**config.mk**
```make
export PLATFORM = sky130hd
export DESIGN_NAME = polynomial_extremum_bisection_unit
export DESIGN_NICKNAME = d
export VERILOG_FILES = /design/src/peb_pkg.sv /design/src/peb_datapath.sv /design/src/peb_ctrl.sv /design/src/polynomial_extremum_bisection_unit.sv
export VERILOG_INCLUDE_DIRS = /design/src /design/src/src
export SDC_FILE = /design/constraint.sdc
export NUM_CORES = 2
export LEC_CHECK = 0
export ABC_AREA = 1
export BUFFER_PORTS_ARGS = -buffer_cell sky130_fd_sc_hd__buf_2
export CAP_MARGIN = 15
export CORE_ASPECT_RATIO = 1.75
export CORE_MARGIN = 4
export CORE_UTILIZATION = 45
export CTS_BUF_LIST = sky130_fd_sc_hd__clkbuf_4 sky130_fd_sc_hd__clkbuf_8
export DETAILED_ROUTE_END_ITERATION = 7
export GPL_TIMING_DRIVEN = 0
export PLACE_DENSITY = 0.69
export SLEW_MARGIN = 30
export SYNTH_ARGS = -nofsm -noshare
export SYNTH_HDL_FRONTEND = slang
export SYNTH_SLANG_ARGS = --single-unit
```
**constraint.sdc**
```tcl
create_clock -name clk -period 10.25 [get_ports clk]
set_input_delay 1.5375 -clock clk [delete_from_list [all_inputs] [get_ports clk]]
set_output_delay 1.5375 -clock clk [all_outputs]
set_load 0.01 [all_outputs]
```
**src/polynomial_extremum_bisection_unit_macros.svh**
```systemverilog
// ----------------------------------------------------------------------------
// polynomial extremum bisection unit - assertion macros
// shared concurrent assertion shorthands, clocked and reset-qualified
// ----------------------------------------------------------------------------
`ifndef POLYNOMIAL_EXTREMUM_BISECTION_UNIT_MACROS_SVH
`define POLYNOMIAL_EXTREMUM_BISECTION_UNIT_MACROS_SVH

// same-cycle implication
`define PEB_ASSERT_SAME(label, clk, rst, ante, cons) \
  label: assert property (@(posedge clk) disable iff (rst) (ante) |-> (cons)) \
    else $error("same-cycle check failed");

// next-cycle implication
`define PEB_ASSERT_NEXT(label, clk, rst, ante, cons) \
  label: assert property (@(posedge clk) disable iff (rst) (ante) |=> (cons)) \
    else $error("next-cycle check failed");

`endif

```
**src/peb_pkg.sv**
```systemverilog
// ----------------------------------------------------------------------------
// peb_pkg
// types, constants and fixed-point helpers of the polynomial extremum unit
// ----------------------------------------------------------------------------
package peb_pkg;

  localparam int DATA_W         = 32;
  localparam int PROD_W         = 64;
  localparam int TOL_W          = 31;
  localparam int ITER_W         = 6;
  localparam int REG_IDX_W      = 3;
  localparam int DEF_MAX_DEGREE = 5;
  localparam int DEF_FRAC_BITS  = 16;

  localparam logic [TOL_W-1:0]  TOL_RESET  = TOL_W'(66);
  localparam logic [ITER_W-1:0] ITER_RESET = ITER_W'(48);

  typedef enum logic [REG_IDX_W-1:0] {
    REG_COEF_0, REG_COEF_1, REG_COEF_2, REG_COEF_3, REG_COEF_4, REG_COEF_5,
    REG_TOLERANCE, REG_MAX_ITERATIONS
  } reg_idx_t;

  typedef enum logic [1:0] {
    ST_FOUND, ST_NO_SIGN_CHANGE, ST_NOT_CONVERGED
  } status_t;

  typedef enum logic [1:0] {
    PT_LEFT, PT_RIGHT, PT_MID
  } point_t;

  typedef enum logic [2:0] {
    S_IDLE, S_INIT, S_MUL, S_DER, S_VAL, S_POST
  } state_t;

  typedef struct packed {
    logic signed [DATA_W-1:0] interval_low;
    logic signed [DATA_W-1:0] interval_high;
  } item_t;

  typedef struct packed {
    logic signed [DATA_W-1:0] extremum_x;
    status_t                  status;
    logic [ITER_W-1:0]        steps_used;
  } result_t;

  typedef struct packed {
    logic   load;
    logic   init_eval;
    point_t sel;
    logic   mul_der;
    logic   upd_der;
    logic   upd_val;
    logic   store_fl;
    logic   bisect;
    logic   finish;
    logic   zero_x;
  } dp_cmd_t;

  typedef struct packed {
    logic              der_same_fl;
    logic              der_within_tol;
    logic [ITER_W-1:0] iter_limit;
  } dp_status_t;

  // clamp a 64-bit value to the signed 32-bit range
  function automatic logic signed [DATA_W-1:0] sat64(input logic signed [PROD_W-1:0] v);
    logic all_same;
    all_same = (&v[PROD_W-1:DATA_W-1]) | ~(|v[PROD_W-1:DATA_W-1]);
    if (all_same) begin
      return v[DATA_W-1:0];
    end else if (v[PROD_W-1]) begin
      return {1'b1, {(DATA_W-1){1'b0}}};
    end else begin
      return {1'b0, {(DATA_W-1){1'b1}}};
    end
  endfunction

  // saturating add of two 32-bit signed values
  function automatic logic signed [DATA_W-1:0] sat_add(input logic signed [DATA_W-1:0] a,
                                                       input logic signed [DATA_W-1:0] b);
    logic signed [DATA_W:0] s;
    s = {a[DATA_W-1], a} + {b[DATA_W-1], b};
    if (s[DATA_W] == s[DATA_W-1]) begin
      return s[DATA_W-1:0];
    end else if (s[DATA_W]) begin
      return {1'b1, {(DATA_W-1){1'b0}}};
    end else begin
      return {1'b0, {(DATA_W-1){1'b1}}};
    end
  endfunction

  // zero is a sign of its own
  function automatic logic same_sign(input logic signed [DATA_W-1:0] a,
                                     input logic signed [DATA_W-1:0] b);
    logic az;
    logic bz;
    az = (a == '0);
    bz = (b == '0);
    return (az && bz) || (!az && !bz && (a[DATA_W-1] == b[DATA_W-1]));
  endfunction

endpackage

```
**src/peb_datapath.sv**
```systemverilog
// ----------------------------------------------------------------------------
// peb_datapath
// configuration registers, shared multiplier, horner accumulators, interval
// ----------------------------------------------------------------------------
module peb_datapath #(
  parameter int MAX_DEGREE = peb_pkg::DEF_MAX_DEGREE,
  parameter int FRAC_BITS  = peb_pkg::DEF_FRAC_BITS,
  parameter int IDX_W      = $clog2(MAX_DEGREE + 1)
) (
  input  logic                              clk,
  input  logic                              rst,
  input  logic                              write_en,
  input  logic [peb_pkg::REG_IDX_W-1:0]     write_index,
  input  logic [peb_pkg::DATA_W-1:0]        write_data,
  input  peb_pkg::item_t                    item,
  input  peb_pkg::dp_cmd_t                  cmd,
  input  logic [IDX_W-1:0]                  idx,
  output peb_pkg::dp_status_t               stat,
  output logic signed [peb_pkg::DATA_W-1:0] extremum_x
);
  import peb_pkg::*;

  logic signed [DATA_W-1:0] coef [MAX_DEGREE+1];
  logic [TOL_W-1:0]         tolerance;
  logic [ITER_W-1:0]        max_iterations;

  logic signed [DATA_W-1:0] left, right, mid, fl, x, val, der;
  logic signed [PROD_W-1:0] prod;

  logic signed [DATA_W:0]   mid_sum;
  logic signed [DATA_W-1:0] midpoint;
  logic signed [DATA_W-1:0] point;
  logic signed [DATA_W-1:0] mul_a;
  logic signed [PROD_W-1:0] prod_sh;
  logic signed [DATA_W-1:0] fx_term;
  logic signed [DATA_W-1:0] acc_add;
  logic signed [DATA_W-1:0] acc;
  logic [DATA_W:0]          der_abs;

  // configuration
  always_ff @(posedge clk) begin
    if (rst) begin
      for (int i = 0; i <= MAX_DEGREE; i++) begin
        coef[i] <= '0;
      end
      tolerance      <= TOL_RESET;
      max_iterations <= ITER_RESET;
    end else if (write_en) begin
      for (int i = 0; i <= MAX_DEGREE; i++) begin
        if (write_index == REG_IDX_W'(i)) begin
          coef[i] <= write_data;
        end
      end
      if (write_index == REG_TOLERANCE) begin
        tolerance <= write_data[TOL_W-1:0];
      end
      if (write_index == REG_MAX_ITERATIONS) begin
        max_iterations <= write_data[ITER_W-1:0];
      end
    end
  end

  // floor of (left + right) / 2
  assign mid_sum  = {left[DATA_W-1], left} + {right[DATA_W-1], right};
  assign midpoint = mid_sum[DATA_W:1];

  always_comb begin
    case (cmd.sel)
      PT_LEFT:  point = left;
      PT_RIGHT: point = right;
      PT_MID:   point = midpoint;
      default:  point = midpoint;
    endcase
  end

  assign mul_a   = cmd.upd_der ? val : der;
  assign prod_sh = prod >>> FRAC_BITS;
  assign fx_term = sat64(prod_sh);
  assign acc_add = cmd.upd_der ? val : coef[idx];
  assign acc     = sat_add(fx_term, acc_add);

  always_ff @(posedge clk) begin
    if (cmd.load) begin
      left  <= item.interval_low;
      right <= item.interval_high;
    end
    if (cmd.init_eval) begin
      x   <= point;
      val <= coef[MAX_DEGREE];
      der <= '0;
      if (cmd.sel == PT_MID) begin
        mid <= midpoint;
      end
    end
    if (cmd.mul_der || cmd.upd_der) begin
      prod <= mul_a * x;
    end
    if (cmd.upd_der) begin
      der <= acc;
    end
    if (cmd.upd_val) begin
      val <= acc;
    end
    if (cmd.store_fl) begin
      fl <= der;
    end
    if (cmd.bisect) begin
      if (stat.der_same_fl) begin
        left <= mid;
        fl   <= der;
      end else begin
        right <= mid;
      end
    end
    if (cmd.finish) begin
      extremum_x <= cmd.zero_x ? '0 : mid;
    end
  end

  assign der_abs = der[DATA_W-1] ? -{der[DATA_W-1], der} : {1'b0, der};

  assign stat.der_same_fl    = same_sign(der, fl);
  assign stat.der_within_tol = (der_abs <= {2'b00, tolerance});
  assign stat.iter_limit     = max_iterations;

endmodule

```
**src/peb_ctrl.sv**
```systemverilog
// ----------------------------------------------------------------------------
// peb_ctrl
// sequencer: horner passes at the ends and midpoints, bisection decisions
// ----------------------------------------------------------------------------
`include "polynomial_extremum_bisection_unit_macros.svh"

module peb_ctrl #(
  parameter int MAX_DEGREE = peb_pkg::DEF_MAX_DEGREE,
  parameter int IDX_W      = $clog2(MAX_DEGREE + 1)
) (
  input  logic                          clk,
  input  logic                          rst,
  input  logic                          start,
  output logic                          busy,
  input  peb_pkg::dp_status_t           stat,
  output peb_pkg::dp_cmd_t              cmd,
  output logic [IDX_W-1:0]              idx,
  output logic                          done,
  output peb_pkg::status_t              status,
  output logic [peb_pkg::ITER_W-1:0]    steps_used
);
  import peb_pkg::*;

  localparam logic [IDX_W-1:0] IDX_TOP = IDX_W'(MAX_DEGREE - 1);

  state_t            state, state_next;
  point_t            pt, pt_next;
  logic [IDX_W-1:0]  idx_next;
  logic [ITER_W-1:0] steps, steps_next;
  logic              finish;
  status_t           fin_status;

  always_ff @(posedge clk) begin
    if (rst) begin
      state <= S_IDLE;
      pt    <= PT_LEFT;
      idx   <= IDX_TOP;
      steps <= '0;
      done  <= 1'b0;
    end else begin
      state <= state_next;
      pt    <= pt_next;
      idx   <= idx_next;
      steps <= steps_next;
      done  <= finish;
    end
  end

  always_ff @(posedge clk) begin
    if (finish) begin
      status     <= fin_status;
      steps_used <= steps;
    end
  end

  always_comb begin
    state_next = state;
    pt_next    = pt;
    idx_next   = idx;
    steps_next = steps;
    finish     = 1'b0;
    fin_status = ST_FOUND;
    cmd        = '0;
    cmd.sel    = pt;
    case (state)
      S_IDLE: begin
        if (start) begin
          cmd.load   = 1'b1;
          pt_next    = PT_LEFT;
          steps_next = '0;
          state_next = S_INIT;
        end
      end
      S_INIT: begin
        cmd.init_eval = 1'b1;
        idx_next      = IDX_TOP;
        state_next    = S_MUL;
      end
      S_MUL: begin
        cmd.mul_der = 1'b1;
        state_next  = S_DER;
      end
      S_DER: begin
        cmd.upd_der = 1'b1;
        state_next  = S_VAL;
      end
      S_VAL: begin
        cmd.upd_val = 1'b1;
        if (idx == '0) begin
          state_next = S_POST;
        end else begin
          idx_next   = idx - 1'b1;
          state_next = S_MUL;
        end
      end
      S_POST: begin
        case (pt)
          PT_LEFT: begin
            cmd.store_fl = 1'b1;
            pt_next      = PT_RIGHT;
            state_next   = S_INIT;
          end
          PT_RIGHT: begin
            if (stat.der_same_fl) begin
              finish     = 1'b1;
              fin_status = ST_NO_SIGN_CHANGE;
              cmd.finish = 1'b1;
              cmd.zero_x = 1'b1;
              state_next = S_IDLE;
            end else begin
              pt_next    = PT_MID;
              state_next = S_INIT;
            end
          end
          default: begin
            if (stat.der_within_tol) begin
              finish     = 1'b1;
              fin_status = ST_FOUND;
              cmd.finish = 1'b1;
              state_next = S_IDLE;
            end else if (steps >= stat.iter_limit) begin
              finish     = 1'b1;
              fin_status = ST_NOT_CONVERGED;
              cmd.finish = 1'b1;
              state_next = S_IDLE;
            end else begin
              cmd.bisect = 1'b1;
              steps_next = steps + 1'b1;
              state_next = S_INIT;
            end
          end
        endcase
      end
      default: state_next = S_IDLE;
    endcase
  end

  assign busy = (state != S_IDLE);

  `PEB_ASSERT_SAME(a_done_idle, clk, rst, done, state == S_IDLE)
  `PEB_ASSERT_NEXT(a_start_left, clk, rst, start && !busy,
                   state == S_INIT && pt == PT_LEFT && steps == '0)
  `PEB_ASSERT_SAME(a_nosign_zero, clk, rst, done && status == ST_NO_SIGN_CHANGE,
                   steps_used == '0)
  `PEB_ASSERT_SAME(a_steps_bound, clk, rst, busy, steps <= stat.iter_limit)
  `PEB_ASSERT_SAME(a_notconv_limit, clk, rst, finish && fin_status == ST_NOT_CONVERGED,
                   steps == stat.iter_limit)

endmodule

```
**src/polynomial_extremum_bisection_unit.sv**
```systemverilog
// ----------------------------------------------------------------------------
// polynomial_extremum_bisection_unit
// extremum of a degree-five polynomial by bisection on its derivative sign
// ----------------------------------------------------------------------------
// Pulse start with an interval while busy is low; one result follows, shown
// for a single cycle with done high, and must be captured then since the
// receiver cannot stall it. Every derivative evaluation is a Horner pass on
// one shared 32x32 multiplier: multiply, derivative update and value update
// per coefficient, after a set-up step and before a decision step. An item
// takes one evaluation at each end and then one per midpoint, two in all when
// the ends show no sign change; the default limit is 48 bisection steps. The
// result strobe comes in the cycle after the last evaluation's decision, and
// busy drops in the same cycle, so the next item may start while done is high.
// ----------------------------------------------------------------------------
module polynomial_extremum_bisection_unit #(
  parameter int MAX_DEGREE = peb_pkg::DEF_MAX_DEGREE,
  parameter int FRAC_BITS  = peb_pkg::DEF_FRAC_BITS
) (
  input  logic                          clk,
  input  logic                          rst,
  input  logic                          start,
  output logic                          busy,
  input  peb_pkg::item_t                item,
  output logic                          done,
  output peb_pkg::result_t              result,
  input  logic                          write_en,
  input  logic [peb_pkg::REG_IDX_W-1:0] write_index,
  input  logic [peb_pkg::DATA_W-1:0]    write_data
);
  import peb_pkg::*;

  localparam int IDX_W = $clog2(MAX_DEGREE + 1);

  dp_cmd_t           cmd;
  dp_status_t        stat;
  logic [IDX_W-1:0]  idx;
  status_t           res_status;
  logic [ITER_W-1:0] res_steps;
  logic signed [DATA_W-1:0] res_x;

  peb_ctrl #(
    .MAX_DEGREE (MAX_DEGREE),
    .IDX_W      (IDX_W)
  ) u_ctrl (
    .clk        (clk),
    .rst        (rst),
    .start      (start),
    .busy       (busy),
    .stat       (stat),
    .cmd        (cmd),
    .idx        (idx),
    .done       (done),
    .status     (res_status),
    .steps_used (res_steps)
  );

  peb_datapath #(
    .MAX_DEGREE (MAX_DEGREE),
    .FRAC_BITS  (FRAC_BITS),
    .IDX_W      (IDX_W)
  ) u_datapath (
    .clk         (clk),
    .rst         (rst),
    .write_en    (write_en),
    .write_index (write_index),
    .write_data  (write_data),
    .item        (item),
    .cmd         (cmd),
    .idx         (idx),
    .stat        (stat),
    .extremum_x  (res_x)
  );

  assign result.extremum_x = res_x;
  assign result.status     = res_status;
  assign result.steps_used = res_steps;

endmodule

```
[Word-level counts from Yosys, hierarchy flattened]
Memories as Yosys holds them, arrays and structs flattened. A register that Yosys moved wholly into a read port is not among the register bits.
Index checks and enable logic that the tools add are counted.
Storage, ports and cells
  input bits: 103
  register bits after elaboration: 380
  memories: 1
  word-level logic and storage cells: 181
  output and inout port bits: 42
  memory bits (writable): 192
Memories
  u_datapath.coef: words 6, width 32, rd ports 2, clocked after Yosys merged registers in 1, wr ports 6, line peb_datapath.sv:23  | logic signed [DATA_W-1:0] coef [MAX_DEGREE+1];
Cells by class
  add/sub/neg operators: 5
  reductions and logical operators: 27
  $lt $le $gt $ge: 2
  multiply operators: 1
  bitwise operators: 8
  mux-type cells: 96
  equal/unequal tests: 23
Operators by type and width (number)
  $mux W32: 25
  $add A32 B32 Y33: 2
  $logic_not A32 Y1: 2
  $mul A32 B32 Y64: 1
  $pmux W32 S2: 1
  $mux W1: 45
  $le A33 B31 Y1: 1
  $mux W33: 1
  $neg A33 Y33: 1
  $mux W6: 4
  $eq A3 B3 Y1 const B: 6
  $pmux W3 S6: 1
  $reduce_and A17 Y1: 1
  $reduce_or A17 Y1: 1
  $mux W3: 5
  $eq A3 B2 Y1 const B: 4
  $pmux W2 S2: 3
  $pmux W3 S2: 2
  $pmux W6 S2: 1
  $mux W2: 5
  $ne A2 B2 Y1 const B: 5
  $logic_not A3 Y1: 3
  $reduce_and A2 Y1: 4
  $reduce_bool A2 Y1: 4
  other kinds (21): 34

[Longest topological paths before layout]
  word-level depth: 11
  depth in mapped cells: 38
  gate-level depth less buffers: 35

[By module]
A second synthesis with hierarchy kept.
Unflattened totals
  cell total of the unflattened synthesis: 7805
  area total of the unflattened synthesis: 65489.1 um^2
Modules (own cells, without submodules)
  peb_datapath: seq. area each 14674.1 um^2, instances 1, cells an instance 7642, area an instance 64189.1 um^2
  peb_ctrl: seq. area each 540.5 um^2, instances 1, cells an instance 163, area an instance 1300.0 um^2

[Worst setup path after synthesis]
Ideal clock, no wire load.
  kind: flip-flop to flip-flop
  start point: reg u_ctrl.state[0]
  end point: reg u_datapath.prod[63], data pin
  cell stages (with the launch flop): 32
  arrival time: 8.632 ns
  buffers on the path: 3
  path slack: 1.362 ns
  required time: 9.994 ns
  library setup time: 0.256 ns
  clock period less this slack: 8.888 ns
  cells stage by stage: dfxtp_1 > inv_2 > nor2_4 > nand2_4 > buf_2 > buf_1 > o21ai_1 > clkbuf_1 > nor2_1 > fa_1 > fa_1 > fa_1 > fa_1 > inv_1 > fa_1 > inv_1 > fa_1 > inv_1 > fa_1 > inv_1 > fa_1 > ha_1 > nand2_1 > nor2_1 > inv_1 > nor2_1 > inv_1 > nor4_1 > a21boi_0 > nor2_1 > nand2_1 > nand2_1
Between the ends
  cells in the longest elaborated chain, start to end: 4
Ends and longest elaborated chain
  start, declared: line peb_ctrl.sv:26  | state_t state, state_next;
  start signal, assigned: line peb_ctrl.sv:41  | state <= state_next;
  $eq A3 B2 Y1: line peb_ctrl.sv:65  | case (state)
  $mux W1: line peb_ctrl.sv:65
  $mux W32: line peb_datapath.sv:76  | assign mul_a = cmd.upd_der ? val : der;
  $mul A32 B32 Y64: line peb_datapath.sv:96  | prod <= mul_a * x;
  end signal, assigned: line peb_datapath.sv:96
  end, declared: line peb_datapath.sv:28  | logic signed [PROD_W-1:0] prod;
No other way between the ends.
A chain may end at the register's enable or synchronous reset.

[Worst setup path after layout]
  start point: reg u_ctrl.state[0]
  end point: reg u_datapath.prod[57], data pin
The elaborated chain is that of the path after synthesis.

==> impl_metrics.env <==
export IMPL_drv_slew=0
export IMPL_synth_flop_cell="sky130_fd_sc_hd__edfxtp_1"
export IMPL_postRouteWirelength_um=285000
export IMPL_path_common_cell="sky130_fd_sc_hd__fa_1"
export IMPL_run_status="complete, no violations"
export IMPL_critical_path_arrival_ns=10.71
export IMPL_cell_taking_the_most_area_after_synthesis="sky130_fd_sc_hd__fa_1"
export IMPL_route_vias_total=53800
export IMPL_design_die_area_um2=151000
export IMPL_synthToLayoutAreaGrowth_pct=9.37
export IMPL_drtPass1Iterations=6
export IMPL_io_pins=145
export IMPL_starting_utilization_of_the_core_area_pct=45.2
export IMPL_async_flop_share_pct=0
export IMPL_vias_per_cell=5.54
export IMPL_ys_ff_latch=559
export IMPL_grt_first_pass_wirelength_um=405000
export IMPL_synth_seq_area_share_pct=23.5
export IMPL_grt_antenna_before_repair=15
export IMPL_cts_h_tree_depth=3
export IMPL_cts_inserted_buffers=73
export IMPL_synthAdderAreaFrac_pct=38.8
export IMPL_post_synth_inst_count=7503
export IMPL_final_util_pct=49.5
export IMPL_cts_tree="yes"
export IMPL_detail_route_drc_violations=0
export IMPL_yosys_area_top_type_share_pct=33.4
export IMPL_finClkSkew_ns=0.0423
export IMPL_rr_endpoint="u_datapath.prod[57]$_DFFE_PP_"
export IMPL_synth_most_common_cell="sky130_fd_sc_hd__nand2_1"
export IMPL_crit_end="u_datapath.prod[57]$_DFFE_PP_"
export IMPL_cts_num_sinks=559
export IMPL_clock_latency_ns=0.75
export IMPL_r2r_setup_slack_ns=0.001
export IMPL_number_of_synthesized_flops_with_an_enable_pin=408
export IMPL_timing_critical_path_from="u_ctrl.state[0]$_SDFFE_PP0P_"
export IMPL_place_hpwl_um=244000
export IMPL_gp_congestion=1.11
export IMPL_dieHeight_um=511
export IMPL_synth_compound_area_share_pct=7.60
export IMPL_grt_overflow_total=0
export IMPL_grt_pass1_vias=58500
export IMPL_reg2regPathDepth=29
export IMPL_drive_gt1_share_pct=7.15
export IMPL_startpoint_type="register"
export IMPL_layout_filler_cells=14100
export IMPL_synth_area_leaders="sky130_fd_sc_hd__fa_1 (33%), sky130_fd_sc_hd__edfxtp_1 (19%), sky130_fd_sc_hd__nand2_1 (8.1%)"
export IMPL_crit_required_ns=10.71
export IMPL_max_cap_violation_count=0
export IMPL_initialDrtViolationCount=3678
export IMPL_post_synth_most_frequent_cells="sky130_fd_sc_hd__nand2_1 (1409), sky130_fd_sc_hd__inv_1 (1356), sky130_fd_sc_hd__nor2_1 (1210)"
export IMPL_timing_critical_path_slowest_stage_cell="sky130_fd_sc_hd__fa_1"
export IMPL_postRouteAntennaNets=0
export IMPL_critical_path_max_fanout=10
export IMPL_floorplan_rows=184
export IMPL_final_min_period_over_clock_period_pct=100
export IMPL_track_usage_pct=38.2
export IMPL_ys_warn_count=0
export IMPL_grt_max_degree=34
export IMPL_hold_path_class="register to register"
export IMPL_synthesis_area_per_instance_um2=8.66
export IMPL_dominant_combinational_cell_family_by_area_after_synthesis="adder cells"
export IMPL_die_w_um=295
export IMPL_post_syn_area_um2=65000
export IMPL_critical_path_class="register to register"
export IMPL_clk_transition_reported_paths_ns=0.07
export IMPL_fin_nets=9251
export IMPL_finalHoldWorstSlack_ns=0.488
export IMPL_synth_distinct_cells=60
export IMPL_place_port_buffers=144
export IMPL_worst_path_largest_cell_delay_ns=0.80
export IMPL_report_final_setup_viol=0
export IMPL_route_detailed_wl_per_inst_um=29.3
export IMPL_design_core_area_um2=144000
export IMPL_fin_crit_ns=10.25
export IMPL_cts_root_buffer="sky130_fd_sc_hd__clkbuf_8"
export IMPL_r2r_start="u_ctrl.state[0]$_SDFFE_PP0P_"
export IMPL_synth_xor_area_share_pct=1.89
export IMPL_cp_end_kind="register"
export IMPL_max_clock_path_buffers=3
export IMPL_worst_slew_pin_slew_ns=1.10
export IMPL_synth_mux_area_fraction_pct=0.955
export IMPL_hold_viol=0
export IMPL_rsz0062_at_grt="no"
export IMPL_ctsHoldBuffers=0
export IMPL_post_synth_and_or_nand_nor_area_fraction_pct=17.1
export IMPL_fmax_mhz=97.6
export IMPL_postSynthNetCount=8973
export IMPL_slew_limit_headroom_pct=26.3
area by class of cell:
| type | instances | area, µm² | area share (%) |
|---|---|---|---|
| Multi-Input combinational cell | 5243 | 43500 | 61.2 |
| Sequential cell | 559 | 15300 | 21.5 |
| Inverter | 1379 | 5230 | 7.36 |
| Tap cell | 1860 | 2330 | 3.28 |
| Timing Repair Buffer | 205 | 1560 | 2.19 |
| Buffer | 320 | 1490 | 2.09 |
| Clock buffer | 99 | 1240 | 1.74 |
| Clock inverter | 36 | 437 | 0.615 |
| Antenna cell | 17 | 42.5 | 0.0599 |
cell usage in the layout (no fill, tap or decap), types with 28 or more instances in the layout:
cell type,netlist,final
sky130_fd_sc_hd__nand2_1,1409,1401
sky130_fd_sc_hd__inv_1,1356,1341
sky130_fd_sc_hd__nor2_1,1210,1207
sky130_fd_sc_hd__fa_1,1083,1077
sky130_fd_sc_hd__edfxtp_1,408,408
sky130_fd_sc_hd__o21ai_0,312,305
sky130_fd_sc_hd__ha_1,284,284
sky130_fd_sc_hd__a21oi_1,268,260
sky130_fd_sc_hd__clkbuf_1,271,217
sky130_fd_sc_hd__buf_2,12,159
sky130_fd_sc_hd__dfxtp_1,151,150
sky130_fd_sc_hd__xor2_1,106,106
sky130_fd_sc_hd__nand3_1,100,100
sky130_fd_sc_hd__clkbuf_8,0,79
sky130_fd_sc_hd__mux2i_1,62,62
sky130_fd_sc_hd__clkbuf_2,0,47
sky130_fd_sc_hd__a21o_1,44,44
sky130_fd_sc_hd__buf_4,6,38
sky130_fd_sc_hd__o21ai_2,30,36
sky130_fd_sc_hd__xnor2_1,34,34
sky130_fd_sc_hd__o32ai_1,32,32
sky130_fd_sc_hd__a311oi_1,31,31
sky130_fd_sc_hd__nand4_1,28,28
worst max-delay path, delay by kind of cell (launching register included):
| kind | cells | cell delay, ns |
|---|---|---|
| fa+ha+maj | 9 | 5.03 |
| buf+inv | 6 | 1.66 |
| compound gates | 5 | 1.50 |
| simple gates | 9 | 1.38 |
| flops | 1 | 0.38 |
cells by family after synthesis:
logic type                 count (synthesis)
and+or+nand+nor                         2832
buffers and inverters                   1702
adders and majority gates               1367
AOI/OAI and AO/OA                        841
DFF                                      559
xor gates and xnor gates                 140
muxes                                     62
timing repair:
action / CTS / global route
setup buffers: 14 / 19
cloned: 1 / 0
endpoints found under the setup margin: 42 / 28
resized for setup: 47 / 38
pin swaps: 5 / 3
worst min-delay path by stage:
stage | slack (ns) | start | depth (start not counted) | to
2_1_floorplan | 0.44 | u_ctrl.idx[0]$_SDFFE_PP0P_ | 1 | register
3_3_place_gp | 0.46 | u_ctrl.idx[0]$_SDFFE_PP0P_ | 1 | u_ctrl.idx[0]$_SDFFE_PP0P_
3_5_place_dp | 0.47 | u_ctrl.idx[0]$_SDFFE_PP0P_ | 1 | u_ctrl.idx[0]$_SDFFE_PP0P_
4_1_cts | 0.49 | u_ctrl.idx[0]$_SDFFE_PP0P_ | 1 | register
5_1_grt | 0.51 | u_ctrl.idx[0]$_SDFFE_PP0P_ | 1 | register
6_report | 0.49 | u_ctrl.idx[0]$_SDFFE_PP0P_ | 1 | register
sequential cells by signal, summed over array words and instances (netlist names), named ones only:
register / cells
u_ctrl.state: 3
u_datapath.mid: 32
u_datapath.val: 32
u_datapath.tolerance: 31
u_ctrl.idx: 3
u_datapath.max_iterations: 6
u_datapath.coef: 192
u_datapath.fl: 32
u_ctrl.pt: 2
u_ctrl.done: 1
u_datapath.x: 32
u_ctrl.status: 2
u_datapath.prod: 48
u_ctrl.steps_used: 6
u_datapath.extremum_x: 32
u_datapath.left: 32
u_datapath.right: 32
u_ctrl.steps: 6
u_datapath.der: 32
stage by stage:
step                      cells  cell area, µm²   TNS, ns  setup WS [ns]
after global placement     9507           68000   -141.02          -4.14
after detailed placement   9535           68800    -53.19          -2.42
after floorplan            7503           65000         0           1.36
final                      9718           71100         0        0.00126
after CTS                  9683           70700  -0.00666       -0.00666
after global routing       9703           71000         0         0.0191
routing by layer:
| metal | track usage (%) | share of wire, % |
|---|---|---|
| met1 | 34.1 | 29 |
| met2 | 67.9 | 51 |
| met3 | 6.53 | 5.1 |
| met4 | 42.7 | 15 |
| met5 | 0 | 0.020 |
Power is not shown: default switching activity piles up to over one toggle a cycle in this logic, so the estimate is an artifact.
